## src/rtl/core/cld_pkg.sv

```systemverilog
// Shared types, character codes and helper functions of the content-length deframer.
`timescale 1ns / 1ps

package cld_pkg;

  typedef enum logic [2:0] {
    PH_KEY   = 3'd0,
    PH_SKIP  = 3'd1,
    PH_VALUE = 3'd2,
    PH_TAIL  = 3'd3,
    PH_REST  = 3'd4,
    PH_BODY  = 3'd5
  } phase_t;

  typedef logic [1:0] kind_t;

  localparam kind_t KIND_BODY     = 2'd0;
  localparam kind_t KIND_EMPTY    = 2'd1;
  localparam kind_t KIND_MISSING  = 2'd2;
  localparam kind_t KIND_TOO_LONG = 2'd3;

  localparam logic [7:0] CH_CR    = 8'h0D;
  localparam logic [7:0] CH_LF    = 8'h0A;
  localparam logic [7:0] CH_COLON = 8'h3A;
  localparam logic [7:0] CH_PLUS  = 8'h2B;
  localparam logic [7:0] CH_MINUS = 8'h2D;
  localparam logic [7:0] CH_SPACE = 8'h20;

  localparam logic [3:0] KEY_LEN = 4'd14;

  localparam int          CFG_ADDR_W        = 3;
  localparam logic        REG_MAX_BODY_LEN  = 1'b0;
  localparam logic [30:0] MAX_BODY_LEN_RST  = 31'h7FFF_FFFF;

  typedef struct packed {
    logic       valid;
    kind_t      kind;
    logic [7:0] body_byte;
    logic       frame_last;
  } result_t;

  function automatic logic [7:0] key_char(logic [3:0] idx);
    logic [7:0] ch;
    case (idx)
      4'd0:    ch = 8'h63;
      4'd1:    ch = 8'h6F;
      4'd2:    ch = 8'h6E;
      4'd3:    ch = 8'h74;
      4'd4:    ch = 8'h65;
      4'd5:    ch = 8'h6E;
      4'd6:    ch = 8'h74;
      4'd7:    ch = 8'h2D;
      4'd8:    ch = 8'h6C;
      4'd9:    ch = 8'h65;
      4'd10:   ch = 8'h6E;
      4'd11:   ch = 8'h67;
      4'd12:   ch = 8'h74;
      4'd13:   ch = 8'h68;
      default: ch = 8'h00;
    endcase
    return ch;
  endfunction

  function automatic logic [7:0] lower_ascii(logic [7:0] c);
    logic [7:0] r;
    r = (c inside {[8'h41:8'h5A]}) ? c + 8'd32 : c;
    return r;
  endfunction

  function automatic logic is_space(logic [7:0] c);
    logic r;
    r = (c == CH_SPACE) || (c inside {[8'h09:8'h0D]});
    return r;
  endfunction

endpackage

```

## src/rtl/core/content_length_deframer_core.sv

```systemverilog
// Top level of the content-length deframer: register port, parser and output buffering.
//
// Usage: a byte stream of frames enters on the in_ channel (in_valid, in_stall,
// in_byte), one byte per transfer. Each frame is a header block of CR LF lines
// closed by an empty line, then a body whose length is the first Content-Length
// header. Body bytes leave on the out_ channel with kind 0, the last one flagged
// by out_frame_last. An empty body gives one kind 1 item; a missing or negative
// length gives kind 2 and an overlong or too large length gives kind 3, after
// which header parsing starts again with the next byte.
// The largest accepted body length is written through the APB port at address 0.
// Results are registered: each leaves through the output register or the skid register.
// Throughput: one byte per cycle while in_stall is low; the parser state updates once per byte transfer.
// A two-entry output buffer (output register plus skid register) lets the block
// take one more byte while a result waits; in_stall rises when both are full.
// Reset clears the parser to the start of a frame, empties the output buffer and
// sets the length limit to 2147483647.
`timescale 1ns / 1ps

module content_length_deframer_core #(
  parameter int MAX_VALUE_CHARS = 64,
  parameter int LENGTH_BITS     = 31
) (
  input  logic                           clk,
  input  logic                           rst_n,
  input  logic                           in_valid,
  output logic                           in_stall,
  input  logic [7:0]                     in_byte,
  output logic                           out_valid,
  input  logic                           out_stall,
  output logic [1:0]                     out_kind,
  output logic [7:0]                     out_body_byte,
  output logic                           out_frame_last,
  input  logic                           psel,
  input  logic                           penable,
  input  logic                           pwrite,
  input  logic [cld_pkg::CFG_ADDR_W-1:0] paddr,
  input  logic [31:0]                    pwdata,
  output logic [31:0]                    prdata,
  output logic                           pready
);

  logic              in_fire;
  logic              out_take;
  logic              cfg_write;
  logic [30:0]       max_len_r;
  cld_pkg::result_t  res;
  cld_pkg::result_t  out_r;
  cld_pkg::result_t  out_nxt;
  cld_pkg::result_t  skid_r;
  cld_pkg::result_t  skid_nxt;

  assign pready    = 1'b1;
  assign cfg_write = psel && penable && pwrite && pready &&
                     (paddr[2] == cld_pkg::REG_MAX_BODY_LEN);
  assign prdata    = (paddr[2] == cld_pkg::REG_MAX_BODY_LEN) ? {1'b0, max_len_r} : 32'd0;

  always_ff @(posedge clk) begin
    if (!rst_n) begin
      max_len_r <= cld_pkg::MAX_BODY_LEN_RST;
    end else if (cfg_write) begin
      max_len_r <= pwdata[30:0];
    end
  end

  assign in_stall = skid_r.valid;
  assign in_fire  = in_valid && !in_stall;
  assign out_take = out_r.valid && !out_stall;

  cld_parser #(
    .MAX_VALUE_CHARS(MAX_VALUE_CHARS),
    .LENGTH_BITS    (LENGTH_BITS)
  ) u_parser (
    .clk         (clk),
    .rst_n       (rst_n),
    .in_fire     (in_fire),
    .in_byte     (in_byte),
    .max_body_len(max_len_r),
    .res         (res)
  );

  always_comb begin
    out_nxt  = out_r;
    skid_nxt = skid_r;
    if (!out_r.valid || out_take) begin
      if (skid_r.valid) begin
        out_nxt  = skid_r;
        skid_nxt = res;
      end else begin
        out_nxt = res;
      end
    end else if (res.valid) begin
      skid_nxt = res;
    end
  end

  always_ff @(posedge clk) begin
    if (!rst_n) begin
      out_r.valid  <= 1'b0;
      skid_r.valid <= 1'b0;
    end else begin
      out_r.valid  <= out_nxt.valid;
      skid_r.valid <= skid_nxt.valid;
    end
    out_r.kind        <= out_nxt.kind;
    out_r.body_byte   <= out_nxt.body_byte;
    out_r.frame_last  <= out_nxt.frame_last;
    skid_r.kind       <= skid_nxt.kind;
    skid_r.body_byte  <= skid_nxt.body_byte;
    skid_r.frame_last <= skid_nxt.frame_last;
  end

  assign out_valid      = out_r.valid;
  assign out_kind       = out_r.kind;
  assign out_body_byte  = out_r.body_byte;
  assign out_frame_last = out_r.frame_last;

  a_skid_behind_out: assert property (@(posedge clk) disable iff (!rst_n)
    skid_r.valid |-> out_r.valid)
    else $error("Skid register holds a result while the output register is empty.");

  a_no_overrun: assert property (@(posedge clk) disable iff (!rst_n)
    skid_r.valid && out_stall |=> skid_r.valid && out_r.valid)
    else $error("Buffered result lost while the receiver stalled.");

  a_out_hold: assert property (@(posedge clk) disable iff (!rst_n)
    out_r.valid && out_stall |=> out_r.valid && $stable(out_r))
    else $error("Stalled result changed before its transfer.");

endmodule

```

## src/rtl/core/cld_parser.sv

```systemverilog
// Header parser and body counter: one byte per transfer, one result per byte at most.
`timescale 1ns / 1ps

module cld_parser #(
  parameter int MAX_VALUE_CHARS = 64,
  parameter int LENGTH_BITS     = 31
) (
  input  logic              clk,
  input  logic              rst_n,
  input  logic              in_fire,
  input  logic [7:0]        in_byte,
  input  logic [30:0]       max_body_len,
  output cld_pkg::result_t  res
);

  localparam int CNT_W = $clog2(MAX_VALUE_CHARS + 1);
  localparam logic [CNT_W-1:0] CNT_MAX = CNT_W'(MAX_VALUE_CHARS);
  localparam logic [31:0] LEN_CAP = 32'((64'd1 << LENGTH_BITS) - 64'd1);

  typedef struct packed {
    cld_pkg::phase_t        phase;
    logic [1:0]             run;
    logic [3:0]             key_pos;
    logic                   key_match;
    logic                   len_found;
    logic                   neg;
    logic [31:0]            accum;
    logic [CNT_W-1:0]       cnt;
    logic [LENGTH_BITS-1:0] remain;
  } ps_t;

  localparam ps_t FRAME_INIT = '{
    phase:     cld_pkg::PH_KEY,
    run:       2'd0,
    key_pos:   4'd0,
    key_match: 1'b1,
    len_found: 1'b0,
    neg:       1'b0,
    accum:     32'd0,
    cnt:       '0,
    remain:    '0
  };

  ps_t ps_r;
  ps_t ps_nxt;

  logic            is_body;
  logic            prev_cr;
  logic            hdr_end;
  logic            lf_after_cr;
  logic            over_limit;
  logic            fin_body;
  cld_pkg::kind_t  fin_kind;

  // Applies one byte of line content to the header parsing state.
  function automatic ps_t feed(ps_t s, logic [7:0] c);
    ps_t         t;
    logic        first;
    logic [35:0] prod;
    t     = s;
    first = (s.cnt == '0);
    prod  = ({4'b0000, s.accum} << 3) + ({4'b0000, s.accum} << 1) + {32'd0, c[3:0]};
    case (s.phase)
      cld_pkg::PH_KEY: begin
        if (c == cld_pkg::CH_COLON) begin
          if (s.key_match && s.key_pos == cld_pkg::KEY_LEN && !s.len_found) begin
            t.len_found = 1'b1;
            t.neg       = 1'b0;
            t.accum     = 32'd0;
            t.cnt       = '0;
            t.phase     = cld_pkg::PH_SKIP;
          end else begin
            t.phase = cld_pkg::PH_REST;
          end
        end else if (s.key_match && s.key_pos < cld_pkg::KEY_LEN &&
                     cld_pkg::lower_ascii(c) == cld_pkg::key_char(s.key_pos)) begin
          t.key_pos = s.key_pos + 4'd1;
        end else begin
          t.key_match = 1'b0;
        end
      end
      cld_pkg::PH_SKIP, cld_pkg::PH_VALUE: begin
        if (!(s.phase == cld_pkg::PH_SKIP && cld_pkg::is_space(c))) begin
          t.phase = cld_pkg::PH_VALUE;
          if (s.cnt < CNT_MAX) begin
            t.cnt = s.cnt + CNT_W'(1);
          end
          if (first && (c == cld_pkg::CH_PLUS || c == cld_pkg::CH_MINUS)) begin
            t.neg = (c == cld_pkg::CH_MINUS);
          end else if (c inside {[8'h30:8'h39]}) begin
            t.accum = (prod[35:32] != 4'd0) ? 32'hFFFF_FFFF : prod[31:0];
          end else begin
            t.phase = cld_pkg::PH_TAIL;
          end
        end
      end
      cld_pkg::PH_TAIL: begin
        if (s.cnt < CNT_MAX) begin
          t.cnt = s.cnt + CNT_W'(1);
        end
      end
      default: begin
      end
    endcase
    return t;
  endfunction

  always_comb begin
    is_body     = (ps_r.phase == cld_pkg::PH_BODY);
    prev_cr     = (ps_r.run == 2'd1) || (ps_r.run == 2'd3);
    hdr_end     = !is_body && (in_byte == cld_pkg::CH_LF) && (ps_r.run == 2'd3);
    lf_after_cr = !is_body && (in_byte == cld_pkg::CH_LF) && prev_cr && !hdr_end;
    over_limit  = (ps_r.accum > {1'b0, max_body_len}) || (ps_r.accum > LEN_CAP);
  end

  always_comb begin
    fin_body = 1'b0;
    fin_kind = cld_pkg::KIND_MISSING;
    if (!ps_r.len_found) begin
      fin_kind = cld_pkg::KIND_MISSING;
    end else if (ps_r.cnt >= CNT_MAX) begin
      fin_kind = cld_pkg::KIND_TOO_LONG;
    end else if (ps_r.neg && ps_r.accum != 32'd0) begin
      fin_kind = cld_pkg::KIND_MISSING;
    end else if (over_limit) begin
      fin_kind = cld_pkg::KIND_TOO_LONG;
    end else if (ps_r.accum == 32'd0) begin
      fin_kind = cld_pkg::KIND_EMPTY;
    end else begin
      fin_body = 1'b1;
    end
  end

  always_comb begin
    ps_t s;
    s      = ps_r;
    ps_nxt = ps_r;
    if (in_fire) begin
      if (is_body) begin
        if (ps_r.remain <= LENGTH_BITS'(1)) begin
          ps_nxt = FRAME_INIT;
        end else begin
          ps_nxt.remain = ps_r.remain - LENGTH_BITS'(1);
        end
      end else if (hdr_end) begin
        ps_nxt = FRAME_INIT;
        if (fin_body) begin
          ps_nxt.remain = ps_r.accum[LENGTH_BITS-1:0];
          ps_nxt.phase  = cld_pkg::PH_BODY;
        end
      end else if (lf_after_cr) begin
        ps_nxt.run       = (ps_r.run == 2'd1) ? 2'd2 : 2'd0;
        ps_nxt.phase     = cld_pkg::PH_KEY;
        ps_nxt.key_pos   = 4'd0;
        ps_nxt.key_match = 1'b1;
      end else begin
        if (in_byte == cld_pkg::CH_CR) begin
          s.run = (ps_r.run == 2'd2) ? 2'd3 : 2'd1;
        end else begin
          s.run = 2'd0;
        end
        if (prev_cr) begin
          s = feed(s, cld_pkg::CH_CR);
        end
        if (in_byte != cld_pkg::CH_CR) begin
          s = feed(s, in_byte);
        end
        ps_nxt = s;
      end
    end
  end

  always_comb begin
    res = '0;
    if (in_fire) begin
      if (is_body && ps_r.remain != '0) begin
        res.valid      = 1'b1;
        res.kind       = cld_pkg::KIND_BODY;
        res.body_byte  = in_byte;
        res.frame_last = (ps_r.remain == LENGTH_BITS'(1));
      end else if (hdr_end && !fin_body) begin
        res.valid      = 1'b1;
        res.kind       = fin_kind;
        res.frame_last = 1'b1;
      end
    end
  end

  always_ff @(posedge clk) begin
    if (!rst_n) begin
      ps_r <= FRAME_INIT;
    end else begin
      ps_r <= ps_nxt;
    end
  end

  a_body_nonzero: assert property (@(posedge clk) disable iff (!rst_n)
    ps_r.phase == cld_pkg::PH_BODY |-> ps_r.remain != '0)
    else $error("Body phase entered with zero remaining length.");

  a_key_pos_range: assert property (@(posedge clk) disable iff (!rst_n)
    ps_r.key_pos <= cld_pkg::KEY_LEN)
    else $error("Key position ran past the key text.");

  a_error_is_last: assert property (@(posedge clk) disable iff (!rst_n)
    res.valid && res.kind != cld_pkg::KIND_BODY |-> res.frame_last && res.body_byte == 8'd0)
    else $error("Non-body result without frame end or with a nonzero byte.");

endmodule

```

## config.mk

```make
export PLATFORM = sky130hd
export DESIGN_NAME = content_length_deframer_core
export DESIGN_NICKNAME = d
export VERILOG_FILES = /design/src/rtl/core/cld_pkg.sv /design/src/rtl/core/content_length_deframer_core.sv /design/src/rtl/core/cld_parser.sv
export SDC_FILE = /design/constraint.sdc
export NUM_CORES = 1
export LEC_CHECK = 0
export BUFFER_PORTS_ARGS = -buffer_cell sky130_fd_sc_hd__buf_2
export CORE_ASPECT_RATIO = 0.7
export CORE_MARGIN = 4
export CORE_UTILIZATION = 30
export CTS_CLUSTER_SIZE = 10
export DETAILED_ROUTE_END_ITERATION = 10
export SLEW_MARGIN = 0
export SYNTH_ARGS = -nofsm -noshare
export SYNTH_HDL_FRONTEND = slang
export SYNTH_SLANG_ARGS = --single-unit
export TNS_END_PERCENT = 30
```

## constraint.sdc

```tcl
create_clock -name clk -period 7.3 [get_ports clk]
set_input_delay 0.365 -clock clk [delete_from_list [all_inputs] [get_ports clk]]
set_output_delay 0.365 -clock clk [all_outputs]
set_load 0.03 [all_outputs]
```

==> results of run 1 <==
cells in the mapped netlist, types with 8 or more instances:
master	count	area, um2
nand4_1	20	125
nor2b_1	8	50.1
ha_1	112	1400
o21ai_0	74	370
xnor2_1	31	272
a21oi_1	135	676
o21bai_1	13	97.6
a31oi_1	10	62.6
o31ai_1	8	60.1
a22oi_1	19	143
and3_1	11	68.8
o211ai_1	40	300
dfxtp_1	122	2440
clkbuf_1	65	244
nand2_1	135	507
nor4_1	22	138
a211oi_1	12	90.1
edfxtp_1	22	661
and2_1	9	56.3
a22o_1	11	96.3
nand3_1	25	125
nor3_1	29	145
nor2_1	110	413
a21o_1	30	225
a32oi_1	34	298
inv_1	75	282
xor2_1	20	175
nand2b_1	12	75.1
cell type report:
cell class | instances | area share
Multi-Input combinational cell | 1081 | 0.590
Sequential cell | 144 | 0.247
Tap cell | 480 | 0.0478
Timing Repair Buffer | 103 | 0.0436
Clock buffer | 17 | 0.0339
Inverter | 77 | 0.0230
Clock inverter | 15 | 0.0145
sequential cells by signal, indices dropped and copies added (netlist names), named ones only:
register / count
max_len_r: 31
skid_r: 11
out_body_byte: 8
in_stall: 1
out_kind: 2
out_valid: 1
out_frame_last: 1
u_parser.ps_r: 82
report_power, final:
group | internal [mW] | total, mW | leakage [nW] | switching (mW)
clock network | 0.541 | 0.917 | 0.291 | 0.376
logic | 0.0367 | 0.125 | 3.99 | 0.0885
registers | 0.809 | 0.811 | 1.25 | 0.00191
total | 1.39 | 1.85 | 5.53 | 0.467
per-layer routing:
layer	track usage	part of all wire	vias to the layer above	routed length (um)
li1	-	-	5234	-
met1	0.237	0.53	5035	16500
met2	0.219	0.41	282	12700
met3	0.0292	0.055	26	1720
met4	0.0337	0.010	0	313
met5	0	0	-	0
metrics by stage:
stage               worst slack [ns]  instances
finish                          1.97       1917
CTS                             2.07       1917
floorplan                       3.03       1382
global route                    1.65       1917
global placement                2.18       1885
detailed placement              2.06       1885
worst max-delay path, delay by kind of cell (launching register included):
family / cells / cell delay [ns]
and+or+nand+nor: 8 / 2.59
DFF: 1 / 0.49
AOI/OAI and AO/OA: 4 / 1.03
adders and majority gates: 2 / 0.60
xor gates and xnor gates: 1 / 0.22
buffers and inverters: 2 / 0.27
kinds of logic after synthesis:
family | Yosys count | synth area share
AO/OA/AOI/OAI | 467 | 0.286
AND/OR/NAND/NOR | 438 | 0.199
buffers and inverters | 157 | 0.0562
flip-flops | 144 | 0.279
adder cells (fa/ha/maj) | 114 | 0.130
XOR/XNOR | 51 | 0.0402
multiplexers | 9 | 0.00834
other | 2 | 0.000676
worst paths after layout:
check,end,slack [ns],cells after the start
max,flop,1.97,17
min,max_len_r[12],0.15,3
max reg2reg,flop,1.97,17
min reg2reg,u_parser.ps_r[36],0.50,2
==> metrics.md, run 1 <==
| Metric | Value |
|---|---|
| Status | complete, no violations |
| Max VDD drop | around 170 uV |
| Core Box Area | 0.0362 mm2 |
| Period utilization | 0.730 |
| Reg clk slew, reported paths | 0.07 ns |
| Largest net degree at the start of global routing | 73 |
| Filler Cells Inserted | around 3700 |
| Chip Width | 238 um |
| Max Cap Violations | 0 |
| Total grt overflow | 0 |
| Share of layout cells above drive strength 1 | 0.125 |
| Crit-path max FO | 14 |
| Commonest non-fill, non-tap cell in the layout | nand2_1 |
| Commonest cells after routing, fill and taps aside | 135 x nand2_1, 134 x a21oi_1, 122 x dfxtp_1 |
| # DRC | 0 |
| Final min period | roughly 5.3 ns |
| # setup viols final | 0 |
| Slew at the pin closest to its max-slew limit | 1.18 ns |
| Post-DP HPWL | between 20000 and 25000 um |
| CP cell instances | nor4b_4 -> and4_1 -> xnor2_1 -> ha_1 -> or4_1 -> and4b_1 -> a2111oi_4 -> nand2_2 -> a211oi_2 -> and2_1 -> nor2_1 -> inv_1 -> ha_1 -> inv_1 -> a211oi_1 -> a221oi_1 -> nand3_1 |
| Ys Warns | 0 |
| # IOs | 96 |
| Diode count | 0 |
| Min-Delay Path Class | in2reg |
| Final instance area | between 0.01 and 0.015 mm2 |
| Die Area | 0.0402 mm2 |
| Post-synthesis instance area | 0.0111 mm2 |
| Power Total | 1.85 mW |
| Syn nets | 1546 |
| Multi-input logic area | about 0.0074 mm2 |
| Prevailing post-synth register cell | dfxtp_1 |
| Vias in the first global route | 9845 |
| Final Hold Vio Count | 0 |
| Clock skew | about 0.011 ns |
| Starting density of the core | 0.307 |
| Root Buffer | clkbuf_16 |
| Crit path DAT | ~5.6 ns |
| Initial antenna violation count | 0 |
| First-pass GRT wire length | 51600 um |
| Worst slew margin | 0.211 |
| Storage cell area | ~0.0031 mm2 |
| Cell variety after synth | about 100 |
| Placed cell areas | around 0.012 mm2 |
| Number of cells upsized or downsized after cts | 0 |
| Antenna Nets Post-Route | 0 |
| RSZ-0062 raised after global routing | no |
| Hold Buf Count CTS | 0 |
| Crit path launch | u_parser.ps_r[81] |
| Final core occ | 0.347 |
| Gr usage total | 0.154 |
| Vias per Instance | 5.52 |
| Area growth, synth to finish | 13.1% |
| Async SR Flop Fraction | 0 |
| Reg2Reg Launch Point | u_parser.ps_r[81] |
| Hold Startpoint | pwdata[12] |
| Row count | between 50 and 60 |
| WHS | around 0.15 ns |
| FMAX | 188 MHz |
| Initial DRC count | 951 |
| TritonCTS Sinks | 144 |
| Chip height | 169 um |
| DR WL/cell | 16.3 um |
| FF+latch count, synth | 144 |
| Post-Syn Instances | 1382 |
| WL final | 31300 um |
| Via Count | 10600 |
| Seq/Total Area, Yosys | 0.279 |
| 1st-pass router iterations | 7 |
| Fin Setup TNS | 0 ns |
| Startpoint Class | flop |
| Synthesized area per cell | between 8 and 9 um2 |
| GPL Wtd Cong | between 0.8 and 0.9 |
| Crit-path max cell delay | 0.64 ns |
| Bufs on Longest Clock Path | 2 |
| PD cells | 147 mW/mm2 |
| Leak | 5.53 nW |
| CTS H-tree lvls | 4 |
| Setup bufs post-CTS | 0 |
| Setup CP Type | reg2reg |
| Number of buffers created by CTS | 17 |
| Required time of the critical path | 7.61 ns |
| Number of I/O port buffers | 90 |
| CTS tree | done |
| Final net count | 1588 |
| Crit end category | flop |
| Max Slew Vio Count | 0 |
| Post-synth EDFFs | 22 |
| Slowest stage cell, crit path | nor4b_4 |
| Worst skew pair latency | 0.44 ns |
Note: power is estimated with default switching activity, not from simulation.
==> inputs of run 2 (changes only) <==
Clock period 7.3 ns to 5.2 ns, I/O delays scaled along.
==> run 2 against run 1 <==
Design area rose by 0.50%. Sequential cell count did not move. First-iteration DRC count fell by 2.4%. Core utilization rose by 0.17 points. Power rose by 34%. Die area did not move. Maximum frequency rose by 9.7%. Clock skew fell by 0.0024 ns. Clock power rose by 28%. Largest power group unchanged.
==> metrics.md, run 2 (same netlist as run 1, synthesis figures left out) <==
| Metric | Value |
|---|---|
| Status | complete, no violations (unchanged) |
| Core Box Area | 0.0362 mm2 (unchanged) |
| Slew at the pin closest to its max-slew limit | 1.12 ns (was 1.18 ns) |
| TritonCTS Sinks | 144 (unchanged) |
| Chip Width | 238 um (unchanged) |
| Share of layout cells above drive strength 1 | 0.131 (was 0.125) |
| Setup CP Type | reg2reg (unchanged) |
| CTS tree | done (unchanged) |
| Min-Delay Path Class | in2reg (unchanged) |
| Worst R2R Setup Slack | 0.35 ns (was 1.97 ns) |
| Max VDD drop | 203 uV (was 166 uV) |
| Slowest stage cell, crit path | o31ai_1 (was nor4b_4) |
| Largest net degree at the start of global routing | 72 (was 73) |
| Final net count | 1601 (was 1588) |
| Required time of the critical path | 5.50 ns (was 7.61 ns) |
| Gr usage total | 0.151 (was 0.154) |
| Number of cells upsized or downsized after cts | 0 (unchanged) |
| Crit-path max cell delay | 0.59 ns (was 0.64 ns) |
| Filler Cells Inserted | 3775 (was 3696) |
| Vias per Instance | 5.47 (was 5.52) |
| Root Buffer | clkbuf_16 (unchanged) |
| Row count | 58 (unchanged) |
| WL final | 31100 um (was 31300 um) |
| PD cells | 197 mW/mm2 (was 147 mW/mm2) |
| First-pass GRT wire length | 51100 um (was 51600 um) |
| Initial DRC count | 928 (was 951) |
| Crit-path max FO | 32 (was 14) |
| Commonest non-fill, non-tap cell in the layout | nand2_1 (unchanged) |
| Crit Reg-Reg Endpoint | u_parser.ps_r[45] |
| Post-DP HPWL | 23000 um (was 22900 um) |
| Number of I/O port buffers | 90 (unchanged) |
| Biggest regs | u_parser.ps_r (82), max_len_r (31), skid_r (11) (unchanged) |
| Startpoint Class | flop (unchanged) |
| Initial antenna violation count | 0 (unchanged) |
| # IOs | 96 (unchanged) |
| FMAX | 206 MHz (was 188 MHz) |
| WHS | 0.0471 ns (was 0.150 ns) |
| Crit path launch | u_parser.ps_r[40] (was u_parser.ps_r[81]) |
| Final instance area | 0.0126 mm2 (about the same) |
| # DRC | 0 (unchanged) |
| Fin Setup TNS | 0 ns (unchanged) |
| Chip height | 169 um (unchanged) |
| RSZ-0062 raised after global routing | no (unchanged) |
| Reg clk slew, reported paths | 0.06 ns (was 0.07 ns) |
| Via Count | 10600 (about the same) |
| Area growth, synth to finish | 13.7% (was 13.1%) |
| Diode count | 0 (unchanged) |
| CP cell instances | fa_1 -> fa_1 -> a21o_1 -> a21oi_1 -> o21bai_1 -> o22a_1 -> a31oi_1 -> o21ai_1 -> a311o_1 -> o31ai_1 -> o221ai_1 -> o311ai_4 -> buf_12 -> a32oi_1 (was nor4b_4 -> and4_1 -> xnor2_1 -> ha_1 -> or4_1 -> and4b_1 -> a2111oi_4 -> nand2_2 -> a211oi_2 -> and2_1 -> nor2_1 -> inv_1 -> ha_1 -> inv_1 -> a211oi_1 -> a221oi_1 -> nand3_1) |
| Biggest register | u_parser.ps_r (unchanged) |
| Period utilization | 0.933 (was 0.730) |
| 1st-pass router iterations | 5 (was 7) |
| Leak | 5.56 nW (was 5.53 nW) |
| Worst skew pair latency | 0.44 ns (about the same) |
| Starting density of the core | 0.307 (unchanged) |
| Crit path capture | u_parser.ps_r[45] |
| Total grt overflow | 0 (unchanged) |
| Number of buffers created by CTS | 17 (unchanged) |
| # setup viols final | 0 (unchanged) |
| Final min period | 4.85 ns (was 5.33 ns) |
| Die Area | 0.0402 mm2 (unchanged) |
| Vias in the first global route | 9653 (was 9845) |
| Max Slew Vio Count | 0 (unchanged) |
| Reg2Reg Launch Point | u_parser.ps_r[40] (was u_parser.ps_r[81]) |
| Crit path DAT | 5.16 ns (was 5.64 ns) |
| Bufs on Longest Clock Path | 2 (unchanged) |
| Max Cap Violations | 0 (unchanged) |
| CTS H-tree lvls | 4 (unchanged) |
| Hold Buf Count CTS | 0 (unchanged) |
| Final core occ | 0.349 (was 0.347) |
| GPL Wtd Cong | 0.846 (was 0.874) |
| DR WL/cell | 16.1 um (was 16.3 um) |
| Commonest cells after routing, fill and taps aside | 135 x nand2_1, 134 x a21oi_1, 122 x dfxtp_1 (unchanged) |
| Final Hold Vio Count | 0 (unchanged) |
| Setup bufs post-CTS | 0 (unchanged) |
| Clock skew | 0.00894 ns (was 0.0114 ns) |
| Most frequent CP cell | fa_1 |
| Crit end category | flop (unchanged) |
| Worst slew margin | 0.252 (was 0.211) |
| Antenna Nets Post-Route | 0 (unchanged) |
| Placed cell areas | 0.0121 mm2 (was 0.0120 mm2) |
| Path depth of the worst reg2reg path | 14 (was 17) |
| Max FFs per register | 82 (unchanged) |
==> run 2: report_power, final <==
part,internal (mW),total [mW],switching [mW]
clock network,0.653,1.17,0.519
logic,0.0521,0.176,0.124
registers,1.14,1.14,0.00262
total,1.84,2.49,0.646
==> run 2: worst min-delay path by stage <==
stage,start,end,slack (ns),cells after the start
finish,pwdata[19],max_len_r[19],0.05,3
global route,pwdata[15],max_len_r[15],0.04,3
CTS,pwdata[15],max_len_r[15],0.03,3
detailed placement,u_parser.ps_r[36],u_parser.ps_r[36],0.47,2
global placement,u_parser.ps_r[36],u_parser.ps_r[36],0.47,2
floorplan,pwdata[30],max_len_r[30],0.40,2
==> run 2: through the flow <==
stage               total power, mW  setup slack [ns]  instances
floorplan                      1.28             0.932       1382
global route                   2.57            0.0825       1930
detailed placement             1.34             0.432       1898
CTS                            2.50             0.416       1930
finish                         2.49             0.347       1930
global placement               1.34             0.524       1898
==> run 2: layout make-up <==
type,instances,area [um2],share of cell area
clock inverter,14,119,0.00941
timing repair buffer,116,671,0.0531
inverter,77,289,0.0229
tap,480,601,0.0476
sequential,144,3100,0.246
clock buffer,18,429,0.0340
multi-input combinational,1081,7410,0.587
==> run 2: layer usage <==
layer | wire length [um] | track usage | part of all wire
met1 | 16600 | 0.239 | 0.53
met2 | 12400 | 0.212 | 0.40
met3 | 1840 | 0.0265 | 0.059
met4 | 295 | 0.0320 | 0.0095
met5 | 0 | 0 | 0
==> run 2: critical path: cells and delay by family, from the launching register on <==
kind            cells  cell delay, ns
buf+inv             1            0.23
compound gates     11            2.97
flops               1            0.51
fa+ha+maj           2            1.00
